$ cat src/design/id_match_message_fifo_unit_macros.svh
// assertion macros for the id match message fifo
`ifndef ID_MATCH_MESSAGE_FIFO_UNIT_MACROS_SVH
`define ID_MATCH_MESSAGE_FIFO_UNIT_MACROS_SVH

`ifndef ASSERT_OFF

// plain property, checked while out of reset
`define IMM_ASSERT(lbl, clk, rstn, prop, msg) \
	lbl: assert property (@(posedge clk) disable iff (!rstn) (prop)) else $error(msg);

// implication, consequent in the same cycle
`define IMM_ASSERT_IMPL(lbl, clk, rstn, ante, cons) \
	lbl: assert property (@(posedge clk) disable iff (!rstn) (ante) |-> (cons)) else $error("implication failed");

`else

`define IMM_ASSERT(lbl, clk, rstn, prop, msg)
`define IMM_ASSERT_IMPL(lbl, clk, rstn, ante, cons)

`endif

`endif

$ cat src/design/imm_pkg.sv
`timescale 1ns / 1ps

package imm_pkg;

	localparam int ENTRIES_DEF       = 16;
	localparam int PAYLOAD_BYTES_DEF = 8;

	localparam int ID_W   = 29;
	localparam int LEN_W  = 4;
	localparam int DATA_W = 64;
	localparam int FILL_W = 5;

	typedef enum logic [1:0] {
		OP_ADD  = 2'd0,
		OP_TAKE = 2'd1,
		OP_DROP = 2'd2
	} imm_op_t;

	typedef enum logic [1:0] {
		ST_OK        = 2'd0,
		ST_DROPPED   = 2'd1,
		ST_NOT_FOUND = 2'd2,
		ST_EMPTY     = 2'd3
	} imm_status_t;

	typedef struct packed {
		imm_op_t             operation;
		logic [ID_W-1:0]     msg_id;
		logic [LEN_W-1:0]    length_code;
		logic [DATA_W-1:0]   payload;
	} imm_req_t;

	typedef struct packed {
		imm_status_t         status;
		logic [DATA_W-1:0]   found_payload;
		logic [LEN_W-1:0]    found_length;
		logic [FILL_W-1:0]   fill_level;
	} imm_rsp_t;

	// sequencer to datapath
	typedef struct packed {
		logic        busy;
		logic        done;
		imm_status_t status;
		logic        hit;
		logic        wr_en;
		logic        wr_new;
	} imm_ctl_t;

endpackage

$ cat src/design/id_match_message_fifo_unit.sv
`timescale 1ns / 1ps

// Message store with identifier match. A request is taken at a rising edge with start high
// and busy low; busy then stays high until the result. Every request returns exactly one
// result, shown for a single cycle with done high; the receiver cannot stall it, so it must
// sample result whenever done is high. Add, drop, unused operation codes and a take on an
// empty store finish straight from the dispatch state. Any other take goes on to a search:
// entries live in one RAM with a single read port, so the search scans one entry per cycle
// from the oldest and the gap after a hit is closed by moving one entry per cycle. A new
// request may be taken in the cycle that done is high. Entries are held oldest first in a
// ring; an add on a full store overwrites the oldest slot and reports the drop.
module id_match_message_fifo_unit #(
	parameter int ENTRIES       = imm_pkg::ENTRIES_DEF,
	parameter int PAYLOAD_BYTES = imm_pkg::PAYLOAD_BYTES_DEF
) (
	input  logic             clk,
	input  logic             arst_n,
	input  logic             start,
	output logic             busy,
	input  imm_pkg::imm_req_t request,
	output logic             done,
	output imm_pkg::imm_rsp_t result
);

	import imm_pkg::*;

	localparam int AW    = $clog2(ENTRIES);
	localparam int CW    = $clog2(ENTRIES + 1);
	localparam int PAY_W = 8 * PAYLOAD_BYTES;
	localparam int ENT_W = ID_W + LEN_W + PAY_W;

	// captured request
	imm_req_t          req_q;
	logic              accept;

	// found fields, cleared per request and loaded on a hit
	logic [PAY_W-1:0]  found_payload_q;
	logic [LEN_W-1:0]  found_length_q;

	imm_ctl_t          ctl;
	logic [AW-1:0]     rd_addr;
	logic [AW-1:0]     wr_addr;
	logic [CW-1:0]     count;
	logic [ENT_W-1:0]  wr_data;
	logic [ENT_W-1:0]  rd_data;
	logic [ID_W-1:0]   rd_id;
	logic [LEN_W-1:0]  rd_len;
	logic [PAY_W-1:0]  rd_pay;
	logic              id_match;

	assign accept = start && !ctl.busy;

	always_ff @(posedge clk) begin
		if (accept) begin
			req_q <= request;
		end
	end

	always_ff @(posedge clk) begin
		if (accept) begin
			found_payload_q <= '0;
			found_length_q  <= '0;
		end else if (ctl.hit) begin
			found_payload_q <= rd_pay;
			found_length_q  <= rd_len;
		end
	end

	// entry layout: identifier, length code, data bytes
	assign rd_id  = rd_data[ENT_W-1 -: ID_W];
	assign rd_len = rd_data[PAY_W +: LEN_W];
	assign rd_pay = rd_data[PAY_W-1:0];

	// the shared identifier comparator used by the search
	assign id_match = (rd_id == req_q.msg_id);

	// new entry on add, otherwise the neighbor read last cycle while closing a gap
	assign wr_data = ctl.wr_new ? {req_q.msg_id, req_q.length_code, req_q.payload[PAY_W-1:0]}
	                            : rd_data;

	imm_ctrl #(
		.ENTRIES (ENTRIES)
	) u_ctrl (
		.clk      (clk),
		.arst_n   (arst_n),
		.start    (start),
		.op       (req_q.operation),
		.id_match (id_match),
		.ctl      (ctl),
		.rd_addr  (rd_addr),
		.wr_addr  (wr_addr),
		.count    (count)
	);

	imm_ram #(
		.WIDTH (ENT_W),
		.DEPTH (ENTRIES)
	) u_store (
		.clk     (clk),
		.wr_en   (ctl.wr_en),
		.wr_addr (wr_addr),
		.wr_data (wr_data),
		.rd_addr (rd_addr),
		.rd_data (rd_data)
	);

	assign busy = ctl.busy;
	assign done = ctl.done;

	// fill count is final by the done cycle and holds through it
	assign result = '{
		status:        ctl.status,
		found_payload: DATA_W'(found_payload_q),
		found_length:  found_length_q,
		fill_level:    FILL_W'(count)
	};

endmodule

$ cat src/design/imm_ram.sv
`timescale 1ns / 1ps

module imm_ram #(
	parameter int WIDTH = 8,
	parameter int DEPTH = 16
) (
	input  logic                     clk,
	input  logic                     wr_en,
	input  logic [$clog2(DEPTH)-1:0] wr_addr,
	input  logic [WIDTH-1:0]         wr_data,
	input  logic [$clog2(DEPTH)-1:0] rd_addr,
	output logic [WIDTH-1:0]         rd_data
);

	logic [WIDTH-1:0] mem_q [DEPTH];

	always_ff @(posedge clk) begin
		if (wr_en) begin
			mem_q[wr_addr] <= wr_data;
		end
		rd_data <= mem_q[rd_addr];
	end

endmodule

$ cat src/design/imm_ctrl.sv
`timescale 1ns / 1ps
`include "id_match_message_fifo_unit_macros.svh"

module imm_ctrl #(
	parameter int ENTRIES = imm_pkg::ENTRIES_DEF
) (
	input  logic                         clk,
	input  logic                         arst_n,
	input  logic                         start,
	input  imm_pkg::imm_op_t             op,
	input  logic                         id_match,
	output imm_pkg::imm_ctl_t            ctl,
	output logic [$clog2(ENTRIES)-1:0]   rd_addr,
	output logic [$clog2(ENTRIES)-1:0]   wr_addr,
	output logic [$clog2(ENTRIES+1)-1:0] count
);

	import imm_pkg::*;

	localparam int AW = $clog2(ENTRIES);
	localparam int CW = $clog2(ENTRIES + 1);
	localparam int SW = CW + 1;

	typedef enum logic [1:0] {
		IDLE,
		DISPATCH,
		SEARCH,
		SHIFT
	} state_t;

	state_t        state_q;
	logic [AW-1:0] head_q;
	logic [CW-1:0] count_q;
	logic [CW-1:0] idx_q;
	imm_status_t   status_q;
	logic          done_q;

	logic          full;
	logic          empty;
	logic [AW-1:0] head_inc;
	logic [CW-1:0] rd_logical;
	logic          wr_en;
	logic          wr_new;

	// ring position of an entry counted from the oldest
	function automatic logic [AW-1:0] phys(input logic [AW-1:0] base, input logic [CW-1:0] off);
		logic [SW-1:0] sum;
		sum = SW'(base) + SW'(off);
		if (sum >= SW'(ENTRIES)) begin
			sum = sum - SW'(ENTRIES);
		end
		return AW'(sum);
	endfunction

	assign full     = (count_q == CW'(ENTRIES));
	assign empty    = (count_q == '0);
	assign head_inc = (head_q == AW'(ENTRIES - 1)) ? '0 : head_q + 1'b1;

	always_comb begin
		rd_logical = '0;
		wr_en      = 1'b0;
		wr_new     = 1'b0;
		wr_addr    = phys(head_q, idx_q);
		case (state_q)
			DISPATCH: begin
				if (op == OP_ADD) begin
					wr_en   = 1'b1;
					wr_new  = 1'b1;
					wr_addr = full ? head_q : phys(head_q, count_q);
				end
			end
			SEARCH: begin
				rd_logical = idx_q + 1'b1;
			end
			SHIFT: begin
				rd_logical = idx_q + CW'(2);
				wr_en      = 1'b1;
			end
			default: begin
			end
		endcase
	end

	assign rd_addr = phys(head_q, rd_logical);
	assign count   = count_q;

	assign ctl = '{
		busy:   (state_q != IDLE),
		done:   done_q,
		status: status_q,
		hit:    (state_q == SEARCH) && id_match,
		wr_en:  wr_en,
		wr_new: wr_new
	};

	always_ff @(posedge clk or negedge arst_n) begin
		if (!arst_n) begin
			state_q  <= IDLE;
			head_q   <= '0;
			count_q  <= '0;
			idx_q    <= '0;
			status_q <= ST_OK;
			done_q   <= 1'b0;
		end else begin
			done_q <= 1'b0;
			case (state_q)
				IDLE: begin
					if (start) begin
						state_q <= DISPATCH;
					end
				end
				DISPATCH: begin
					state_q  <= IDLE;
					done_q   <= 1'b1;
					status_q <= ST_OK;
					idx_q    <= '0;
					case (op)
						OP_ADD: begin
							if (full) begin
								head_q   <= head_inc;
								status_q <= ST_DROPPED;
							end else begin
								count_q <= count_q + 1'b1;
							end
						end
						OP_TAKE: begin
							if (empty) begin
								status_q <= ST_EMPTY;
							end else begin
								state_q <= SEARCH;
								done_q  <= 1'b0;
							end
						end
						OP_DROP: begin
							if (empty) begin
								status_q <= ST_EMPTY;
							end else begin
								head_q  <= head_inc;
								count_q <= count_q - 1'b1;
							end
						end
						default: begin
						end
					endcase
				end
				SEARCH: begin
					if (idx_q == count_q - 1'b1) begin
						state_q  <= IDLE;
						done_q   <= 1'b1;
						status_q <= id_match ? ST_OK : ST_NOT_FOUND;
						if (id_match) begin
							count_q <= count_q - 1'b1;
						end
					end else if (id_match) begin
						state_q <= SHIFT;
					end else begin
						idx_q <= idx_q + 1'b1;
					end
				end
				SHIFT: begin
					if (idx_q + CW'(2) == count_q) begin
						state_q  <= IDLE;
						done_q   <= 1'b1;
						status_q <= ST_OK;
						count_q  <= count_q - 1'b1;
					end else begin
						idx_q <= idx_q + 1'b1;
					end
				end
				default: begin
					state_q <= IDLE;
				end
			endcase
		end
	end

	`IMM_ASSERT(a_count_range, clk, arst_n, count_q <= CW'(ENTRIES), "fill count above depth")
	`IMM_ASSERT(a_head_range, clk, arst_n, head_q < AW'(ENTRIES - 1) || head_q == AW'(ENTRIES - 1), "head out of range")
	`IMM_ASSERT_IMPL(a_search_in_fill, clk, arst_n, state_q == SEARCH || state_q == SHIFT, idx_q < count_q)
	`IMM_ASSERT_IMPL(a_done_idle, clk, arst_n, done_q, state_q == IDLE)

endmodule

$ cat config.mk
export PLATFORM = sky130hd
export DESIGN_NAME = id_match_message_fifo_unit
export DESIGN_NICKNAME = d
export VERILOG_FILES = /design/src/design/imm_pkg.sv /design/src/design/id_match_message_fifo_unit.sv /design/src/design/imm_ram.sv /design/src/design/imm_ctrl.sv
export VERILOG_INCLUDE_DIRS = /design/src /design/src/design
export SDC_FILE = /design/constraint.sdc
export NUM_CORES = 2
export LEC_CHECK = 0
export BUFFER_PORTS_ARGS = -buffer_cell sky130_fd_sc_hd__buf_4
export CAP_MARGIN = 20
export CORE_ASPECT_RATIO = 1.4
export CORE_MARGIN = 1.5
export CORE_UTILIZATION = 60
export DETAILED_ROUTE_END_ITERATION = 6
export PLACE_DENSITY = 0.77
export RECOVER_POWER = 50
export REMOVE_ABC_BUFFERS = 1
export SYNTH_ARGS = -nofsm -noshare
export SYNTH_HDL_FRONTEND = slang
export SYNTH_HIERARCHICAL = 1
export SYNTH_SLANG_ARGS = --single-unit
$ cat constraint.sdc
create_clock -name clk -period 15.76 [get_ports clk]
set_input_delay 0.788 -clock clk [delete_from_list [all_inputs] [get_ports clk]]
set_output_delay 0.788 -clock clk [all_outputs]
set_load 0.05 [all_outputs]
; Word level (Yosys, flattened, before mapping)
; Memories as Yosys holds them, arrays and structs flattened. A register that Yosys moved wholly into a read port is not among the register bits.
; Index checks and enable logic that the tools add are counted.
[totals]
wordCells = 111
mem_count = 1
register_bits = 186
in_bits = 102
mem_bits_rw = 1552
[mem_list]
columns = name, words, width, rd, rd_clocked_by_memory_dff, write_ports, line_no
row1 = u_store.mem_q, 16, 97, 1, 1, 1, imm_ram.sv:15  ; logic [WIDTH-1:0] mem_q [DEPTH];
[op_classes]
mux = 46
reduce_logical = 15
magnitude_cmp = 3
eq_ne = 23
addsub = 11
[op_table]
columns = op, n
row1 = $mux W97, 1
row2 = $mux W5, 8
row3 = $mux W4, 9
row4 = $pmux W5 S3, 2
row5 = $eq A29 B29 Y1, 1
row6 = $pmux W5 S2, 2
row7 = $add A4 B5 Y6, 3
row8 = $ge A6 B5 Y1 const B, 3
row9 = $mux W2, 9
row10 = $ne A2 B2 Y1 const B, 6
row11 = $sub A4 B1 Y4 const B, 3
row12 = $add A5 B1 Y5 const B, 2
row13 = $eq A5 B5 Y1, 2
row14 = $mux W1, 9
row15 = $pmux W2 S4, 1
row16 = $pmux W4 S2, 1
row17 = $reduce_and A4 Y1, 2
row18 = $reduce_and A7 Y1, 1
row19 = $eq A2 B2 Y1 const B, 3
row20 = $ne A2 B1 Y1 const B, 3
row21 = $ne A3 B3 Y1 const B, 2
row22 = $pmux W2 S3, 1
row23 = $reduce_and A3 Y1, 2
row24 = $add A5 B2 Y5 const B, 1
row25 = other kinds (17), 21

; Longest topological paths before layout
[logic_depth]
depth_word = 6
ltp_mapped = 15
depth_no_buf = 12

; By module
; The synthesis kept the hierarchy.
[modules_own_cells]
columns = mod, n_inst, area_each_um2, cells_per_inst, seq_area_each_um2
row1 = imm_ram, 1, 59869.9, 2484, 48546.6
row2 = id_match_message_fifo_unit, 1, 6877.8, 467, 4334.2
row3 = imm_ctrl, 1, 2043.2, 236, 475.5

; Worst setup path before layout
; OpenSTA, ideal clock, no wires.
[synth_timing]
path_kind = reg2reg
start = reg u_ctrl.count_q[0] (netlist: u_ctrl/count[0])
end = mem u_store/mem_q[0][0] (netlist bit), enable pin
arrival_ns = 8.856
period_less_slack_ns = 9.528
setup_time_ns = 0.671
required_ns = 15.089
setup_slack_ns = 6.232
stages_incl_launch_ff = 10
cell_sequence = dfrtp_1 > ha_1 > inv_1 > fa_1 > xor2_1 > a21oi_1 > nor2_1 > a21oi_1 > or3b_2 > nor3_1
[synth_via]
elab_chain_len = 6
elab_cells_between_ends = 8
cone_classes = add/sub (2) / order compare (1) / eq/ne (1) / mux (4)
[synth_rtl]
columns = item, line_no
row1 = start: declaration, imm_ctrl.sv:33  ; logic [CW-1:0] count_q;
row2 = start signal: assignment, imm_ctrl.sv:123  ; count_q <= count_q + 1'b1;
row3 = start signal: assignment, imm_ctrl.sv:139  ; count_q <= count_q - 1'b1;
row4 = start signal: assignment, imm_ctrl.sv:152  ; count_q <= count_q - 1'b1;
row5 = $add A4 B5 Y6, imm_ctrl.sv:48  ; sum = SW'(base) + SW'(off);
row6 = $ge A6 B5 Y1 or $sub A4 B1 Y4 (tied branches), "imm_ctrl.sv:49, imm_ctrl.sv:50"
row7 = $mux W4, imm_ctrl.sv:49  ; if (sum >= SW'(ENTRIES)) begin
row8 = $mux W4 *, imm_ctrl.sv:69  ; wr_addr = full ? head_q : phys(head_q, count_q);
row9 = $mux W4 *, imm_ctrl.sv:66  ; if (op == OP_ADD) begin
row10 = $mux W4 *, imm_ctrl.sv:64  ; case (state_q)
row11 = net wr_addr[2], id_match_message_fifo_unit.sv:42  ; logic [AW-1:0] wr_addr;
row12 = end: declaration, imm_ram.sv:15
; The timed path passes the listed nets; every way through them passes the cells marked *.

; Worst setup path after layout
[layout_timing]
start = reg u_ctrl.state_q[1]
end = reg found_payload_q[10]
[layout_via]
elab_chain_len = 3
elab_cells_between_ends = 5
cone_classes = eq/ne (1) / reduce/logical (4)
[layout_rtl]
columns = item, line_no
row1 = start: declaration, imm_ctrl.sv:31  ; state_t state_q;
row2 = start signal: assignment, imm_ctrl.sv:98  ; state_q <= IDLE;
row3 = start signal: assignment, imm_ctrl.sv:109  ; state_q <= DISPATCH;
row4 = start signal: assignment, imm_ctrl.sv:113  ; state_q <= IDLE;
row5 = $reduce_bool A2 Y1, imm_ctrl.sv:88  ; busy: (state_q != IDLE),
row6 = $logic_not A1 Y1, id_match_message_fifo_unit.sv:51  ; assign accept = start && !ctl.busy;
row7 = $logic_and A1 B1 Y1, id_match_message_fifo_unit.sv:51
row8 = end signal: assignment, id_match_message_fifo_unit.sv:64  ; found_payload_q <= rd_pay;
row9 = end: declaration, id_match_message_fifo_unit.sv:37  ; logic [PAY_W-1:0] found_payload_q;
; Several ways; a longest one is shown, not always the timed one.
; A chain may end at the register's enable or synchronous reset.

==> flow_summary_export.csv <==
group,metric,value,unit
finish,fin_area,76900,um^2
yosys,yosysWarnings,6,
global_route,antenna_found_initial,3,
timing,finClkSkew,0.02633,ns
clock_network,clock_latency,0.78,ns
timing,layout_min_cycle_time,7.266,ns
timing,slew_viol_final,289,
place,finalWeightedCongestion,0.8248,
yosys,syn_avg_cell_area,21.58,um^2
critical_path,reg2reg_depth,6,
finish,fin_util,67.79,%
yosys,syn_area,68790,um^2
yosys,synth_edf_count,1651,
yosys,synthDistinctLibCells,63,
global_route,grt_pass1_wl,223900,um
critical_path,cp_data_required_time,16.26,ns
clock_network,clock_path_buffers,3,
global_route,grt_usage,26.52,%
clock_network,clk_pin_slew,0.07,ns
critical_path,rrSetupSlack,8.49,ns
timing,timing.final.crit_share,46.10,%
yosys,synth-seq-area-share,77.56,%
floorplan,dieHeight,403.6,um
detailed_routing,ant_nets,0,
min_path,worstHoldStart,"request[54]",
finish,syn2layout_area_growth,11.78,%
place,hpwl,71820,um
critical_path,crit-reg2reg-launch,"u_ctrl/state_q[1]",
floorplan,die_area,116700,um^2
critical_path,start_kind,"flip-flop",
clock_network,ctsRootBufferMaster,"clkbuf_16",
floorplan,num_io_pins,179,
clock_network,postCtsSetupRepairBufs,0,
job,drv_cap,8,
finish,fillerInstances,6675,
global_route,grt-ovfl-total,0,
power_and_ir_drop,p_per_area,225.3,nW/um^2
global_route,first_global_vias,34620,
min_path,hold_depth,1,
timing,rsz0062_at_grt,"no",
yosys,yosys_register_bits,1835,
detailed_routing,avgRoutedWirePerCell,30.02,um
finish,layout-drive-gt1-share,22.48,%
clock_network,cts_buffers,164,
min_path,hold_class,"in2reg",
floorplan,initial_core_util,60.64,%
place,portBuffers,178,
yosys,postSynthCellCount,3187,
timing,finalHoldViolCount,0,
detailed_routing,route.vias.total,32800,
timing,finalSetupViolations,0,
clock_network,cts_num_sinks,1835,
yosys,asyncSetResetFlopFracSynth,1.035,%
power_and_ir_drop,ir_drop,0.4036,mV
critical_path,slowest_stage,"clkbuf_1",
floorplan,rows,146,
critical_path,cp.arrival,7.77,ns
finish,final_cell_count_no_fill,5038,
run_status,violations,"capacitance limit, slew limit",
clock_network,cts_tree,"built",
power_and_ir_drop,p_leak,24.58,nW
clock_network,htreeDepth,4,
finish,num-nets-final,3539,
clock_network,ctsResizeCount,0,
detailed_routing,finalWirelength,151200,um
critical_path,crit_buf_inv,3,
timing,holdWs,0.2007,ns
place,placed_area,71740,um^2
critical_path,cp-end-kind,"flip-flop",
min_path,hold_path_end,"req_q[54]",
critical_path,path_cells,"nor2_1, inv_1, nor2b_4, clkbuf_1, clkbuf_1, nor2_1",
finish,antenna_cells,0,
critical_path,critical-path-top-delay-family,"buffers and inverters",
critical_path,cp_max_fo,59,
detailed_routing,drt_iter0_drc,3804,
floorplan,die_x,289.2,um
critical_path,cpPeakStageDelay,2.87,ns
detailed_routing,first_pass_iters,6,
timing,worst_slew_margin_rel,-159.5,%
place,placed_cells,4725,
run_status,status,"finished with violations",
global_route,grt_max_degree,136,
critical_path,timing.rr.end,"found_payload_q[10]",
timing,tightest_slew,3.892,ns
timing,fmax,137.6,MHz
detailed_routing,route.detailed.drc,0,
clock_network,ctsHoldBuffers,1,
detailed_routing,avgViaCountPerCell,6.510,
yosys,synth_flop_cell,"edfxtp_1",
floorplan,core-area,113400,um^2
critical_path,worstSetupPathType,"reg2reg",
report_power, final:
part	switching (mW)	total [mW]	internal (mW)
combinational	3.69	6.42	2.73
sequential	0.238	6.82	6.58
clock	1.75	4.09	2.34
total	5.67	17.3	11.7
final cells by class:
cell class / instances / area, um^2 / share of cell area [%]
multi-input combinational: 1164 / 14550 / 18.92
clock buffer: 236 / 4743 / 6.168
sequential: 1835 / 53360 / 69.39
timing repair buffer: 235 / 1514 / 1.969
inverter: 15 / 65.06 / 0.08461
tap: 1480 / 1852 / 2.408
clock inverter: 73 / 814.5 / 1.059
synth_stat cells, drive strengths merged, types with 2 or more instances:
| cell type | n | area, um^2 |
|---|---|---|
| fa | 3 | 60.06 |
| mux4 | 388 | 8738 |
| and2 | 3 | 18.77 |
| dfrtp | 19 | 475.5 |
| mux2 | 99 | 1115 |
| xnor2 | 26 | 227.7 |
| xor2 | 28 | 252.8 |
| edfxtp | 1651 | 49580 |
| a21oi | 20 | 111.4 |
| nand3b | 4 | 30.03 |
| inv | 15 | 56.30 |
| nor3 | 7 | 35.03 |
| o21ai | 14 | 70.06 |
| buf | 113 | 684.4 |
| a211oi | 2 | 25.02 |
| a22oi | 194 | 1456 |
| or3b | 3 | 28.78 |
| a21o | 3 | 22.52 |
| o22ai | 2 | 12.51 |
| dfxtp | 165 | 3303 |
| a32o | 3 | 30.03 |
| or2 | 3 | 18.77 |
| nor3b | 2 | 15.01 |
| mux2i | 73 | 743.2 |
| nor4 | 5 | 43.79 |
| nand4 | 8 | 50.05 |
| clkbuf | 60 | 227.7 |
| a31oi | 3 | 18.77 |
| nand2b | 6 | 37.54 |
| nor2b | 4 | 25.02 |
| ha | 19 | 237.7 |
| a22o | 2 | 17.52 |
| nor2 | 100 | 377.9 |
| nand3 | 7 | 35.03 |
| nand2 | 119 | 446.7 |
kinds of logic (layout without fill, tap and decap cells):
| logic type | Yosys count | in the layout | share of synthesized area (%) |
|---|---|---|---|
| DFF | 1835 | 1835 | 77.56 |
| muxes | 560 | 560 | 15.40 |
| and+or+nand+nor | 275 | 275 | 1.739 |
| AOI/OAI and AO/OA | 252 | 252 | 2.723 |
| buffers and inverters | 188 | 559 | 1.408 |
| xor gates and xnor gates | 55 | 55 | 0.7312 |
| adders and majority gates | 22 | 22 | 0.4329 |
flip-flops by register name, indices dropped and copies added, names as in the netlist:
signal	flops
u_ctrl/idx_q	5
u_ctrl/state_q	2
u_ctrl/done_q	1
u_store/mem_q	1552
u_store/rd_data	97
req_q	99
u_ctrl/head_q	4
found_length_q	4
u_ctrl/status_q	2
u_ctrl/count	5
found_payload_q	64
how the worst max path moves through the flow:
| stage | start | to | slack (ns) | cells past startpoint |
|---|---|---|---|---|
| 2_1_floorplan | u_ctrl/state_q[0] | u_store/rd_data[0] | -1.10 | 6 |
| 3_3_place_gp | u_ctrl/state_q[1] | u_store/rd_data[57] | 10.42 | 10 |
| 3_5_place_dp | u_ctrl/state_q[1] | u_store/rd_data[57] | 10.21 | 10 |
| 4_1_cts | u_ctrl/state_q[1] | u_store/rd_data[96] | 10.18 | 10 |
| 5_1_grt | u_ctrl/state_q[1] | found_payload_q[10] | 7.79 | 6 |
| 6_report | u_ctrl/state_q[1] | found_payload_q[10] | 8.49 | 6 |
metal layers:
metal  routed length, um  global-route usage, %  vias up
met1               56450                  35.75    17240
met2               78660                  45.16     1736
met4                3223                  7.027        2
li1                    -                      -    13590
met3               12890                  4.582      237
met5                  13                      0        -
per-stage QoR:
stage,power (mW),setup slack (ns),setup TNS (ns)
floorplan,12.36,-1.102,-106.85
global placement,13.02,10.42,0
detailed placement,13.28,10.21,0
CTS,17.43,10.18,0
global route,18.02,7.788,0
finish,17.33,8.494,0
cells in the final DEF (no fill, tap or decap), types with 4 or more instances in the layout:
cell type      n
mux2i_1       73
buf_12         9
edfxtp_1    1651
bufinv_16     14
buf_4         41
o21ai_0       11
a22oi_1      194
clkbuf_4      74
clkinv_8       4
nor3_2         4
mux4_2       388
inv_6          6
clkbuf_1     151
mux2_1        98
nor4_1         4
inv_1         13
dfrtp_1       19
clkbuf_8      22
xor2_1        27
nand3b_1       4
clkinv_2      27
a21oi_1       18
ha_1          18
clkbuf_16    171
nand4_1        8
nand2b_1       6
nand3_1        7
xnor2_1       26
dfxtp_1      165
clkinvlp_4     8
nand2_1      119
nor2_1        89
clkinv_1      11
nor2_4        11
No activity file was read; power rests on OpenSTA's default activity.
